[config.mk]
export PLATFORM = sky130hd
export DESIGN_NAME = trap_entry_unit_core_flat
export DESIGN_NICKNAME = d
export VERILOG_FILES = /design/src/rtl/core/teu_pkg.sv /design/src/rtl/core/teu_if.sv /design/src/rtl/core/trap_entry_unit_core.sv /design/src/flat_wrapper.sv
export VERILOG_INCLUDE_DIRS = /design/src /design/src/rtl/core
export SDC_FILE = /design/constraint.sdc
export NUM_CORES = 1
export LEC_CHECK = 0
export CORE_AREA = 2 2 260 262
export CTS_CLUSTER_SIZE = 28
export DETAILED_ROUTE_END_ITERATION = 12
export DIE_AREA = 0 0 262 264
export DONT_BUFFER_PORTS = 1
export PLACE_DENSITY = 0.56
export SLEW_MARGIN = 20
export SYNTH_ARGS = -nofsm -noshare
export SYNTH_HDL_FRONTEND = slang
export SYNTH_SLANG_ARGS = --single-unit
[constraint.sdc]
create_clock -name clk -period 11.2 [get_ports clk]
set_input_delay 1.12 -clock clk [delete_from_list [all_inputs] [get_ports clk]]
set_output_delay 1.12 -clock clk [all_outputs]
set_load 0.05 [all_outputs]
[src/rtl/core/trap_entry_unit_core_defines.svh]
// Assertion helpers shared by the trap entry unit. Each expects clk and rst_n in scope.
`ifndef TRAP_ENTRY_UNIT_CORE_DEFINES_SVH
`define TRAP_ENTRY_UNIT_CORE_DEFINES_SVH

// Checks that the consequent holds in the same cycle as the antecedent.
`define TEU_ASSERT_SAME(lbl, ante, cons, msg) \
    lbl: assert property (@(posedge clk) disable iff (!rst_n) (ante) |-> (cons)) \
        else $error(msg);

// Checks that the consequent holds in the cycle after the antecedent.
`define TEU_ASSERT_NEXT(lbl, ante, cons, msg) \
    lbl: assert property (@(posedge clk) disable iff (!rst_n) (ante) |=> (cons)) \
        else $error(msg);

`endif

[src/rtl/core/teu_pkg.sv]
package teu_pkg;

    localparam int XLEN      = 64;
    localparam int CAUSE_W   = 6;
    localparam int MODE_W    = 2;
    localparam int CFG_IDX_W = 2;

    // Configuration register indexes.
    typedef enum logic [CFG_IDX_W-1:0] {
        CFG_DELEG_MASK = 2'd0,
        CFG_SUPV_VEC   = 2'd1,
        CFG_MACH_VEC   = 2'd2
    } cfg_idx_t;

    typedef logic [MODE_W-1:0] mode_t;

    localparam mode_t MODE_SUPERVISOR = 2'd1;
    localparam mode_t MODE_MACHINE    = 2'd3;

    // Status word bit positions.
    localparam int SIE_POS      = 1;
    localparam int MIE_POS      = 3;
    localparam int SPIE_POS     = 5;
    localparam int MPIE_POS     = 7;
    localparam int SPP_POS      = 8;
    localparam int MPP_LO_POS   = 11;
    localparam int MPP_HI_POS   = 12;
    localparam int INT_FLAG_POS = XLEN - 1;

endpackage

[src/rtl/core/teu_if.sv]
interface teu_req_if;
    import teu_pkg::*;

    logic                valid;
    logic                ready;
    logic [XLEN-1:0]     trap_pc;
    logic [CAUSE_W-1:0]  cause_code;
    logic [XLEN-1:0]     trap_value;
    logic                interrupt;
    logic [MODE_W-1:0]   current_mode;
    logic [XLEN-1:0]     machine_status_in;
    logic [XLEN-1:0]     supervisor_status_in;

    modport source (
        output valid, trap_pc, cause_code, trap_value, interrupt, current_mode,
               machine_status_in, supervisor_status_in,
        input  ready
    );
    modport sink (
        input  valid, trap_pc, cause_code, trap_value, interrupt, current_mode,
               machine_status_in, supervisor_status_in,
        output ready
    );
endinterface

interface teu_rsp_if;
    import teu_pkg::*;

    logic                valid;
    logic                ready;
    logic                to_supervisor;
    logic [MODE_W-1:0]   new_mode;
    logic [XLEN-1:0]     next_pc;
    logic [XLEN-1:0]     saved_pc;
    logic [XLEN-1:0]     cause_word;
    logic [XLEN-1:0]     saved_trap_value;
    logic [XLEN-1:0]     new_status;

    modport source (
        output valid, to_supervisor, new_mode, next_pc, saved_pc, cause_word,
               saved_trap_value, new_status,
        input  ready
    );
    modport sink (
        input  valid, to_supervisor, new_mode, next_pc, saved_pc, cause_word,
               saved_trap_value, new_status,
        output ready
    );
endinterface

interface teu_cfg_if;
    import teu_pkg::*;

    logic                  valid;
    logic                  ready;
    logic [CFG_IDX_W-1:0]  index;
    logic [XLEN-1:0]       data;

    modport source (output valid, index, data, input ready);
    modport sink   (input valid, index, data, output ready);
endinterface

[src/rtl/core/trap_entry_unit_core.sv]
// Trap entry unit: one trap request in, one result out. A request is registered on
// acceptance, the delegation decision, handler address and status update are computed
// from that register, and the result is held in an output register until taken. A new
// request can be accepted every cycle as long as the output side keeps taking results.
// The delegation mask and both vector bases reset to zero and are written through the
// configuration channel, which is always ready; they should only be changed while no
// request is in flight.
`include "trap_entry_unit_core_defines.svh"

module trap_entry_unit_core (
    input  logic        clk,
    input  logic        rst_n,
    teu_req_if.sink     req,
    teu_rsp_if.source   rsp,
    teu_cfg_if.sink     cfg
);
    import teu_pkg::*;

    logic [XLEN-1:0]    deleg_mask_reg;
    logic [XLEN-1:0]    supv_vec_reg;
    logic [XLEN-1:0]    mach_vec_reg;

    logic               in_valid_reg;
    logic [XLEN-1:0]    in_pc_reg;
    logic [CAUSE_W-1:0] in_cause_reg;
    logic [XLEN-1:0]    in_tval_reg;
    logic               in_intr_reg;
    logic [MODE_W-1:0]  in_mode_reg;
    logic [XLEN-1:0]    in_mstatus_reg;
    logic [XLEN-1:0]    in_sstatus_reg;

    logic               out_valid_reg;
    logic               out_to_supv_reg;
    logic [MODE_W-1:0]  out_mode_reg;
    logic [XLEN-1:0]    out_npc_reg;
    logic [XLEN-1:0]    out_pc_reg;
    logic [XLEN-1:0]    out_cause_reg;
    logic [XLEN-1:0]    out_tval_reg;
    logic [XLEN-1:0]    out_status_reg;

    logic               out_free;
    logic               in_take;
    logic               deleg;
    logic [XLEN-1:0]    vec;
    logic [XLEN-1:0]    base;
    logic [XLEN-1:0]    npc_next;
    logic [XLEN-1:0]    status_next;
    logic [XLEN-1:0]    cause_next;

    assign cfg.ready = 1'b1;

    always_ff @(posedge clk or negedge rst_n)
    begin
        if (!rst_n)
        begin
            deleg_mask_reg <= '0;
            supv_vec_reg   <= '0;
            mach_vec_reg   <= '0;
        end
        else if (cfg.valid)
        begin
            case (cfg.index)
                CFG_DELEG_MASK: deleg_mask_reg <= cfg.data;
                CFG_SUPV_VEC:   supv_vec_reg   <= cfg.data;
                CFG_MACH_VEC:   mach_vec_reg   <= cfg.data;
                default:        ;
            endcase
        end
    end

    // The output register frees up either when empty or when its result is taken.
    assign out_free  = !out_valid_reg || rsp.ready;
    assign req.ready = !in_valid_reg || out_free;
    assign in_take   = req.valid && req.ready;

    always_ff @(posedge clk or negedge rst_n)
    begin
        if (!rst_n)
        begin
            in_valid_reg <= 1'b0;
        end
        else if (req.ready)
        begin
            in_valid_reg <= req.valid;
        end
    end

    always_ff @(posedge clk)
    begin
        if (in_take)
        begin
            in_pc_reg      <= req.trap_pc;
            in_cause_reg   <= req.cause_code;
            in_tval_reg    <= req.trap_value;
            in_intr_reg    <= req.interrupt;
            in_mode_reg    <= req.current_mode;
            in_mstatus_reg <= req.machine_status_in;
            in_sstatus_reg <= req.supervisor_status_in;
        end
    end

    // Only synchronous exceptions from user or supervisor mode can be delegated.
    assign deleg = !in_intr_reg && !in_mode_reg[1] && deleg_mask_reg[in_cause_reg];
    assign vec   = deleg ? supv_vec_reg : mach_vec_reg;
    assign base  = {vec[XLEN-1:2], 2'b00};

    always_comb
    begin
        if (vec[0] && in_intr_reg)
        begin
            npc_next = base + {{(XLEN-CAUSE_W-2){1'b0}}, in_cause_reg, 2'b00};
        end
        else
        begin
            npc_next = base;
        end
    end

    always_comb
    begin
        if (deleg)
        begin
            status_next           = in_sstatus_reg;
            status_next[SPP_POS]  = in_mode_reg[0];
            status_next[SPIE_POS] = in_sstatus_reg[SIE_POS];
            status_next[SIE_POS]  = 1'b0;
        end
        else
        begin
            status_next                        = in_mstatus_reg;
            status_next[MPP_HI_POS:MPP_LO_POS] = in_mode_reg;
            status_next[MPIE_POS]              = in_mstatus_reg[MIE_POS];
            status_next[MIE_POS]               = 1'b0;
        end
    end

    always_comb
    begin
        cause_next               = {{(XLEN-CAUSE_W){1'b0}}, in_cause_reg};
        cause_next[INT_FLAG_POS] = in_intr_reg;
    end

    always_ff @(posedge clk or negedge rst_n)
    begin
        if (!rst_n)
        begin
            out_valid_reg <= 1'b0;
        end
        else if (out_free)
        begin
            out_valid_reg <= in_valid_reg;
        end
    end

    always_ff @(posedge clk)
    begin
        if (out_free && in_valid_reg)
        begin
            out_to_supv_reg <= deleg;
            out_mode_reg    <= deleg ? MODE_SUPERVISOR : MODE_MACHINE;
            out_npc_reg     <= npc_next;
            out_pc_reg      <= in_pc_reg;
            out_cause_reg   <= cause_next;
            out_tval_reg    <= in_tval_reg;
            out_status_reg  <= status_next;
        end
    end

    assign rsp.valid            = out_valid_reg;
    assign rsp.to_supervisor    = out_to_supv_reg;
    assign rsp.new_mode         = out_mode_reg;
    assign rsp.next_pc          = out_npc_reg;
    assign rsp.saved_pc         = out_pc_reg;
    assign rsp.cause_word       = out_cause_reg;
    assign rsp.saved_trap_value = out_tval_reg;
    assign rsp.new_status       = out_status_reg;

    `TEU_ASSERT_SAME(a_deleg_is_exception, out_valid_reg && out_to_supv_reg,
        out_mode_reg == MODE_SUPERVISOR && !out_cause_reg[INT_FLAG_POS],
        "delegated result is not a supervisor exception")

    `TEU_ASSERT_SAME(a_no_accept_when_full, in_take,
        !(in_valid_reg && out_valid_reg && !rsp.ready),
        "request accepted while both stages are blocked")

    `TEU_ASSERT_NEXT(a_stage_advances, in_valid_reg && out_free,
        out_valid_reg,
        "registered request did not reach the output")

endmodule

[src/flat_wrapper.sv]
// flat-port wrapper written by rule: the top's interface ports become plain ports
module trap_entry_unit_core_flat import teu_pkg::*;
  (clk, rst_n, req_valid, req_trap_pc, req_cause_code, req_trap_value, req_interrupt, req_current_mode, req_machine_status_in, req_supervisor_status_in, req_ready, rsp_valid, rsp_to_supervisor, rsp_new_mode, rsp_next_pc, rsp_saved_pc, rsp_cause_word, rsp_saved_trap_value, rsp_new_status, rsp_ready, cfg_valid, cfg_index, cfg_data, cfg_ready);
  teu_req_if req_i ();
  teu_rsp_if rsp_i ();
  teu_cfg_if cfg_i ();
  input  logic clk;
  input  logic rst_n;
  input wire logic [$bits(req_i.valid)-1:0] req_valid;
  input wire logic [$bits(req_i.trap_pc)-1:0] req_trap_pc;
  input wire logic [$bits(req_i.cause_code)-1:0] req_cause_code;
  input wire logic [$bits(req_i.trap_value)-1:0] req_trap_value;
  input wire logic [$bits(req_i.interrupt)-1:0] req_interrupt;
  input wire logic [$bits(req_i.current_mode)-1:0] req_current_mode;
  input wire logic [$bits(req_i.machine_status_in)-1:0] req_machine_status_in;
  input wire logic [$bits(req_i.supervisor_status_in)-1:0] req_supervisor_status_in;
  output wire logic [$bits(req_i.ready)-1:0] req_ready;
  output wire logic [$bits(rsp_i.valid)-1:0] rsp_valid;
  output wire logic [$bits(rsp_i.to_supervisor)-1:0] rsp_to_supervisor;
  output wire logic [$bits(rsp_i.new_mode)-1:0] rsp_new_mode;
  output wire logic [$bits(rsp_i.next_pc)-1:0] rsp_next_pc;
  output wire logic [$bits(rsp_i.saved_pc)-1:0] rsp_saved_pc;
  output wire logic [$bits(rsp_i.cause_word)-1:0] rsp_cause_word;
  output wire logic [$bits(rsp_i.saved_trap_value)-1:0] rsp_saved_trap_value;
  output wire logic [$bits(rsp_i.new_status)-1:0] rsp_new_status;
  input wire logic [$bits(rsp_i.ready)-1:0] rsp_ready;
  input wire logic [$bits(cfg_i.valid)-1:0] cfg_valid;
  input wire logic [$bits(cfg_i.index)-1:0] cfg_index;
  input wire logic [$bits(cfg_i.data)-1:0] cfg_data;
  output wire logic [$bits(cfg_i.ready)-1:0] cfg_ready;
  assign req_i.valid = req_valid;
  assign req_i.trap_pc = req_trap_pc;
  assign req_i.cause_code = req_cause_code;
  assign req_i.trap_value = req_trap_value;
  assign req_i.interrupt = req_interrupt;
  assign req_i.current_mode = req_current_mode;
  assign req_i.machine_status_in = req_machine_status_in;
  assign req_i.supervisor_status_in = req_supervisor_status_in;
  assign req_ready = req_i.ready;
  assign rsp_valid = rsp_i.valid;
  assign rsp_to_supervisor = rsp_i.to_supervisor;
  assign rsp_new_mode = rsp_i.new_mode;
  assign rsp_next_pc = rsp_i.next_pc;
  assign rsp_saved_pc = rsp_i.saved_pc;
  assign rsp_cause_word = rsp_i.cause_word;
  assign rsp_saved_trap_value = rsp_i.saved_trap_value;
  assign rsp_new_status = rsp_i.new_status;
  assign rsp_i.ready = rsp_ready;
  assign cfg_i.valid = cfg_valid;
  assign cfg_i.index = cfg_index;
  assign cfg_i.data = cfg_data;
  assign cfg_ready = cfg_i.ready;
  trap_entry_unit_core u_core (.clk(clk), .rst_n(rst_n), .req(req_i), .rsp(rsp_i), .cfg(cfg_i));
endmodule
==> summary.md, run 1 <==
| Metric | Value |
|---|---|
| Status | completed |
| Hold-fix buffers, CTS | 0 |
| P&R area growth vs syn | 12.3% |
| Global Route Usage Sum | 21.0% |
| # rows | 95 |
| Initial drt markers | 1208 |
| LEAKAGE | 0.0112 uW |
| CP Launch Type | flop |
| CTS Buffer Depth | 3 |
| Final RePlAce weighted congestion | ~0.93 |
| Fin crit share | 59.1% |
| Initial antenna violation count | 21 |
| Number of antenna-violating nets in the routed design | 0 |
| Top post-synthesis cells by count | 523 x edfxtp_1, 244 x nand2_1, 198 x mux2_2 |
| Busiest grt layer | met2 |
| Die Y | 264 um |
| Yosys reg bits | 714 |
| Mean Syn Cell Area | approximately 16 sq um |
| Final hold vios | 0 |
| GRT met2 Usage | a little over a third |
| Hold crit path type | in -> async |
| Die Span X | ~260 um |
| Largest family of logic cells by synthesized area | multiplexers |
| Slew @ Worst Pin | around 1100 ps |
| Synth area leader | edfxtp_1 |
| Multi-input gate area | 6610 sq um |
| Critical path class | reg -> reg |
| Fin nets | 2093 |
| CTS tree | done |
| FILL cells | 5725 |
| Buffers on Ports | 0 |
| Worst R2R Setup Slack | roughly 4600 ps |
| Starting density of the core | roughly 41% |
| Post-Synth Adder-Cell Area | less than 1% |
| Synth area leaders | edfxtp_1 57%, dfrtp_1 17%, mux2_2 8.1%, nand2_1 3.3%, buf_4 1.8% |
| Post-synth top flop | edfxtp_1 |
| Share of cells above drive strength 1 | approximately a fifth |
| Worst hold slack | approximately 200 ps |
| Met1 Usage GRT | between 20% and 30% |
| Post-CTS setup buffer count | 0 |
| CTS clock-pin slew for the worst setup and hold paths | around 60 ps |
| Reg-to-Reg Start | u_core.in_cause_reg[1] |
| Seq/Total Area, Yosys | 74.2% |
| Clk Latency, worst-skew pair | 630 ps |
| FF+latch area | 20500 sq um |
| Max Cap Violations | 0 |
| GR Overflow Total | 0 |
| Most frequent cell after synthesis | edfxtp_1 |
| Worst Path Max Fanout | 67 |
| First-pass DRT Iterations | 5 |
| Crit path required time | 11550 ps |
| Worst r2r path cells | 16 |
| Ports | approximately 660 |
| CP Capture Type | flop |
| RSZ-0062 raised after global routing | no |
| Post-DR wirelength/cell | around 28 um |
| Clk_skew | around 28 ps |
| R2r endpoint | u_core.rsp.next_pc[39] |
| Post-synth EDFFs | between 500 and 600 |
| Yosys top cell area share | 56.9% |
| # setup viols final | 0 |
| Post-synthesis cell area | 27600 sq um |
| Met3 Use GR | ~7.5% |
| Htree depth | 3 |
| XOR/XNOR Fraction of Synth Area | under 10% |
| Drt total wl | between 70000 and 80000 um |
| DRC | 0 |
| Largest net degree at the start of global routing | ~190 |
| Worst EP arrival | roughly 7000 ps |
| Post-CTS Resized | 0 |
| Vias in the first global route | 14100 |
| DP Wirelength | 52300 um |
| Distinct cells, synth | between 50 and 60 |
| Clk root buf | clkbuf_16 |
| Post-synthesis mux area share | 10.8% |
| YS warnings | 0 |
| Final min period | 6620 ps |
| Mapped Cells | 1711 |
| Vias per cell | 5.35 |
| Area share of and/or/nand/nor cells after synthesis | under 10% |
| TritonCTS Buffers | 78 |
| First-pass GRT wire length | 104000 um |
| VDD IR-drop max | 0.120 mV |
| Synth Area in Compound Gates | roughly 1.6% |
| Vias | 14400 |
| Total design power | ~6900 uW |
| Clock sink count | a little over 700 |
| Relative slew slack | 25.3% |
| Fin. max-slew vios | 0 |
| Full die area | ~69000 sq um |
| Power density over the cells | roughly 220 nW/um^2 |
| Async set-reset flop share out of synthesis | a little over a quarter |
| Max Clock Freq | between 0.15 and 0.2 GHz |
| Core area | between 60000 and 70000 sq um |
| Final TNS setup | 0 ps |
per-stage QoR:
stage               instance area (sq um)  setup WS [ps]  util, %  std cells
finish                              31000           4580     46.6       2697
global route                        31000           4310     46.5       2688
CTS                                 31000           4500     46.5       2686
detailed placement                  28400           4530     42.6       2543
global placement                    28400           4600     42.6       2543
floorplan                           27800           3010        -       1770
worst max-delay path: stages (launching register included):
cell and delay (ps):
edfxtp_1 810, buf_4 390, mux4_1 620, mux2i_1 400
a2111oi_2 150, nand3_1 360, nand2_8 410, mux2i_1 440
inv_1 90, ha_1 280, a21o_1 120, a21oi_1 130
o21ai_0 880, nand4_1 510, nor4_1 470, xnor2_1 170
mux2i_1 80
worst max path at each step:
stage	end	from	slack [ps]	cells past startpoint
final	u_core.rsp.next_pc[39]	u_core.in_cause_reg[1]	4580	16
after global routing	u_core.rsp.next_pc[39]	u_core.in_cause_reg[1]	4310	16
after CTS	u_core.rsp.next_pc[35]	u_core.in_cause_reg[1]	4500	16
after detailed placement	u_core.rsp.next_pc[35]	u_core.in_cause_reg[1]	4530	16
after global placement	u_core.rsp.next_pc[39]	u_core.in_cause_reg[1]	4600	16
after floorplan	u_core.in_cause_reg[0]	rsp_ready	3010	2
placed cells by master (no fill, tap or decap), drive strengths merged, types with 16 or more instances in the layout:
master	Yosys	routed
nor4	16	16
nand2	245	245
mux2	198	198
xnor2	44	44
nand3	41	41
edfxtp	523	523
conb	2	61
clkbuf	20	92
nor2	41	41
xor2	32	32
clkinv	0	34
nor3	34	34
and3	17	17
mux2i	41	41
o21ai	20	20
a21oi	19	19
inv	13	18
dfrtp	191	191
nand4	30	30
routing by layer:
layer	vias up	part of all wire (%)
met2	586	51
met4	24	1.6
met3	105	9.7
met1	7416	37
li1	6302	-
met5	-	0.20
final cells by class:
cell class / instances / share of cell area (%)
clock inverter: 51 / 1.91
tap: 873 / 3.52
inverter: 13 / 0.165
multi-input combinational: 929 / 21.3
sequential: 714 / 66.1
clock buffer: 92 / 6.50
timing repair buffer: 14 / 0.420
antenna: 11 / 0.0888
cells by family (layout without fill, tap and decap cells):
logic type / Yosys count / after routing
multiplexers: 253 / 253
buffers and inverters: 127 / 170
AO/OA/AOI/OAI: 67 / 67
adder cells (fa/ha/maj): 7 / 7
flip-flops: 714 / 714
AND/OR/NAND/NOR: 465 / 465
other: 2 / 72
XOR/XNOR: 76 / 76
where the power goes:
| part | total (uW) | leakage, uW | internal [uW] | switching (uW) |
|---|---|---|---|---|
| clock network | 2600 | 0.00128 | 1520 | 1090 |
| registers | 3730 | 0.00728 | 3200 | 534 |
| logic | 579 | 0.00268 | 236 | 344 |
| total | 6910 | 0.0112 | 4950 | 1960 |
Power figures use the tool's default switching activity.
==> inputs of run 2 (changes only) <==
==> constraint.sdc (replaced) <==
create_clock -name clk -period 6.49 [get_ports clk]
set_input_delay 0.649 -clock clk [delete_from_list [all_inputs] [get_ports clk]]
set_output_delay 0.649 -clock clk [all_outputs]
set_load 0.05 [all_outputs]
==> summary.md, run 2 (synthesis gave the netlist of run 1 again) <==
| Metric | Value |
|---|---|
| Status | completed |
| CTS clock-pin slew for the worst setup and hold paths | 60 ps (about the same) |
| P&R area growth vs syn | 12.0% |
| FILL cells | 5743 (+0.31%) |
| Setup ws final | 932 ps (-3650 ps) |
| Share of cells above drive strength 1 | 19.2% (-0.16 points) |
| Fin crit share | 85.6% (+27 points) |
| Relative slew slack | 28.0% (+2.7 points) |
| M1 WL | 29200 um (+4.1%) |
| CP Capture Type | flop |
| Power density over the cells | 378 nW/um^2 (+69%) |
| Final min period | 5560 ps (-1060 ps) |
| Critical Path Start | u_core.in_cause_reg[2] |
| Worst EP arrival | 5910 ps (-1060 ps) |
| Switching Share | 28.2% (-0.15 points) |
| Post-CTS setup buffer count | 0 (unchanged) |
| Worst slack, placed | 979 ps (-3550 ps) |
| Final TNS setup | 0 ps (unchanged) |
| Worst Path Max Fanout | 18 (-73%) |
| DP Wirelength | 53900 um (+3.1%) |
| TritonCTS Buffers | 76 (-2.6%) |
| GR Overflow Total | 0 (unchanged) |
| Int Pwr | 8380 uW (+69%) |
| Comb pwr share | 8.8% (+0.4 points) |
| Die Y | 264 um (unchanged) |
| CP Buf/Inv Count | 1 (-1) |
| VDD IR-drop max | 0.227 mV (+90%) |
| Reg-to-Reg Start | u_core.in_cause_reg[2] |
| Slew @ Worst Pin | 1080 ps (-28.7 ps) |
| Full die area | 69200 sq um (unchanged) |
| Clk root buf | clkbuf_16 |
| CP Launch Type | flop |
| Detail Route met3 WL | 7100 um (-2.0%) |
| Critical Path Sink | u_core.rsp.next_pc[34] |
| Fin nets | 2105 (+0.57%) |
| Initial drt markers | 1241 (+2.7%) |
| CTS tree | done |
| Critical path class | reg -> reg |
| Clk_skew | 26.1 ps (-1.67 ps) |
| Commonest non-fill, non-tap cell in the layout | edfxtp_1 |
| FF+latch area | 20500 sq um (unchanged) |
| Hold crit path type | in -> reg |
| Placement Cell Area | 28500 sq um (+0.39%) |
| Max Cap Violations | 0 (unchanged) |
| Number of antenna-violating nets in the routed design | 0 (unchanged) |
| Clk Latency, worst-skew pair | 610 ps (-20 ps) |
| Met2 wire length | 37900 um (-1.3%) |
| Max Used Layer | met5 |
| Drt total wl | 76200 um (+1.6%) |
| Buffers on Ports | 0 (unchanged) |
| Htree depth | 3 (unchanged) |
| Starting density of the core | 41.5% (unchanged) |
| Final instance area | 30900 sq um (-0.23%) |
| Worst hold slack | 132 ps (-62.5 ps) |
| Max Clock Freq | 0.180 GHz (+19%) |
| # rows | 95 (unchanged) |
| Largest stage delay, worst path | 880 ps (about the same) |
| Crit path required time | 6840 ps (-4710 ps) |
| CP delay by family, top | compound AO/OA/AOI/OAI gates |
| Crit-path cells | mux4_1 > mux2i_1 > a2111oi_2 > nand3_1 > nand2_8 > buf_4 > mux2_2 > ha_1 > o21a_1 > o21ai_1 > a21o_1 > or4_1 > a21oi_1 > a311o_1 |
| First-pass DRT Iterations | 7 (+2) |
| Vias in the first global route | 14200 (+0.41%) |
| Die Span X | 262 um (unchanged) |
| Sequential power share | 55.3% (+1.3 points) |
| LEAKAGE | 0.0112 uW (-0.24%) |
| Initial antenna violation count | 22 (+4.8%) |
| Most frequent cells in the layout | 523 x edfxtp_1, 244 x nand2_1, 198 x mux2_2, 191 x dfrtp_1, 77 x clkbuf_16 |
| Vias per cell | 5.35 (about the same) |
| RSZ-0062 raised after global routing | no |
| Worst R2R Setup Slack | 930 ps (-3650 ps) |
| Clock power share | 35.9% (-1.7 points) |
| Final RePlAce weighted congestion | 0.945 (+1.7%) |
| Clock sink count | 714 (unchanged) |
| CTS Buffer Depth | 3 (unchanged) |
| Stages on the worst setup path | 14 (-2) |
| Largest net degree at the start of global routing | 192 (unchanged) |
| Worst r2r path cells | 14 (-2) |
| Fin. max-slew vios | 0 (unchanged) |
| DRC | 0 (unchanged) |
| Vias | 14500 (+0.24%) |
| R2r endpoint | u_core.rsp.next_pc[34] |
| Slowest-stage cell, CP | edfxtp_1 |
| Final hold vios | 0 (unchanged) |
| Global Route Usage Sum | 21.3% (+0.39 points) |
| # setup viols final | 0 (unchanged) |
| Ports | 662 (unchanged) |
| Multi-input gate area | 6610 sq um (unchanged) |
| Switch Pwr | 3300 uW (+68%) |
| First-pass GRT wire length | 106000 um (+1.6%) |
| Post-DR wirelength/cell | 28.2 um (+1.3%) |
| Core area | 66600 sq um (unchanged) |
run 2: cell types whose count changed in the layout (fill, tap and decap cells not counted), sizes merged:
cell | previous run | this run
buf | 14 | 28
clkinv | 34 | 29
clkbuf | 92 | 93
diode | 11 | 14
inv | 18 | 17
clkinvlp | 3 | 2
bufinv | 9 | 6
run 2: how the worst min path moves through the flow:
| stage | slack, ps | cells past startpoint | end | startpoint |
|---|---|---|---|---|
| floorplan | 350 | 0 | u_core.deleg_mask_reg[0] | rst_n |
| global placement | 360 | 0 | u_core.mach_vec_reg[4] | rst_n |
| detailed placement | 360 | 0 | u_core.supv_vec_reg[4] | rst_n |
| CTS | 90 | 0 | u_core.in_sstatus_reg[12] | req_supervisor_status_in[12] |
| global route | 100 | 0 | u_core.in_mstatus_reg[44] | req_machine_status_in[44] |
| finish | 130 | 0 | u_core.in_mstatus_reg[44] | req_machine_status_in[44] |
run 2: what timing repair did:
| action | 4_1_cts | 5_1_grt |
|---|---|---|
| hold buffers | 1 | 0 |
| resized for setup | 0 | 0 |
| endpoints found under the hold margin | 191 | 0 |
run 2: layout make-up:
cell class | instances | share of cell area [%]
antenna | 14 | 0.113
multi-input combinational | 929 | 21.4
sequential | 714 | 66.2
clock inverter | 41 | 1.24
inverter | 13 | 0.166
clock buffer | 93 | 6.49
tap | 873 | 3.53
timing repair buffer | 28 | 0.866
run 2: through the flow:
step / power [uW] / utilization, % / instances
floorplan: 7200 / - / 1770
global placement: 7520 / 42.8 / 2556
detailed placement: 7550 / 42.8 / 2556
CTS: 11800 / 46.4 / 2691
global route: 12100 / 46.4 / 2698
finish: 11700 / 46.5 / 2705
run 2: power groups by stage:
| stage | logic [uW] | registers (uW) | clock network, uW |
|---|---|---|---|
| finish | 1030 | 6460 | 4190 |
| global route | 1130 | 6510 | 4480 |
| CTS | 1040 | 6460 | 4300 |
| detailed placement | 1010 | 6540 | 0 |
| global placement | 990 | 6530 | 0 |
| floorplan | 809 | 6390 | 0 |
run 2: routing by layer:
layer | up-vias | track usage, %
met5 | - | 0
met3 | 110 | 7.00
met4 | 6 | 6.90
met1 | 7428 | 26.0
met2 | 579 | 35.7
li1 | 6344 | -
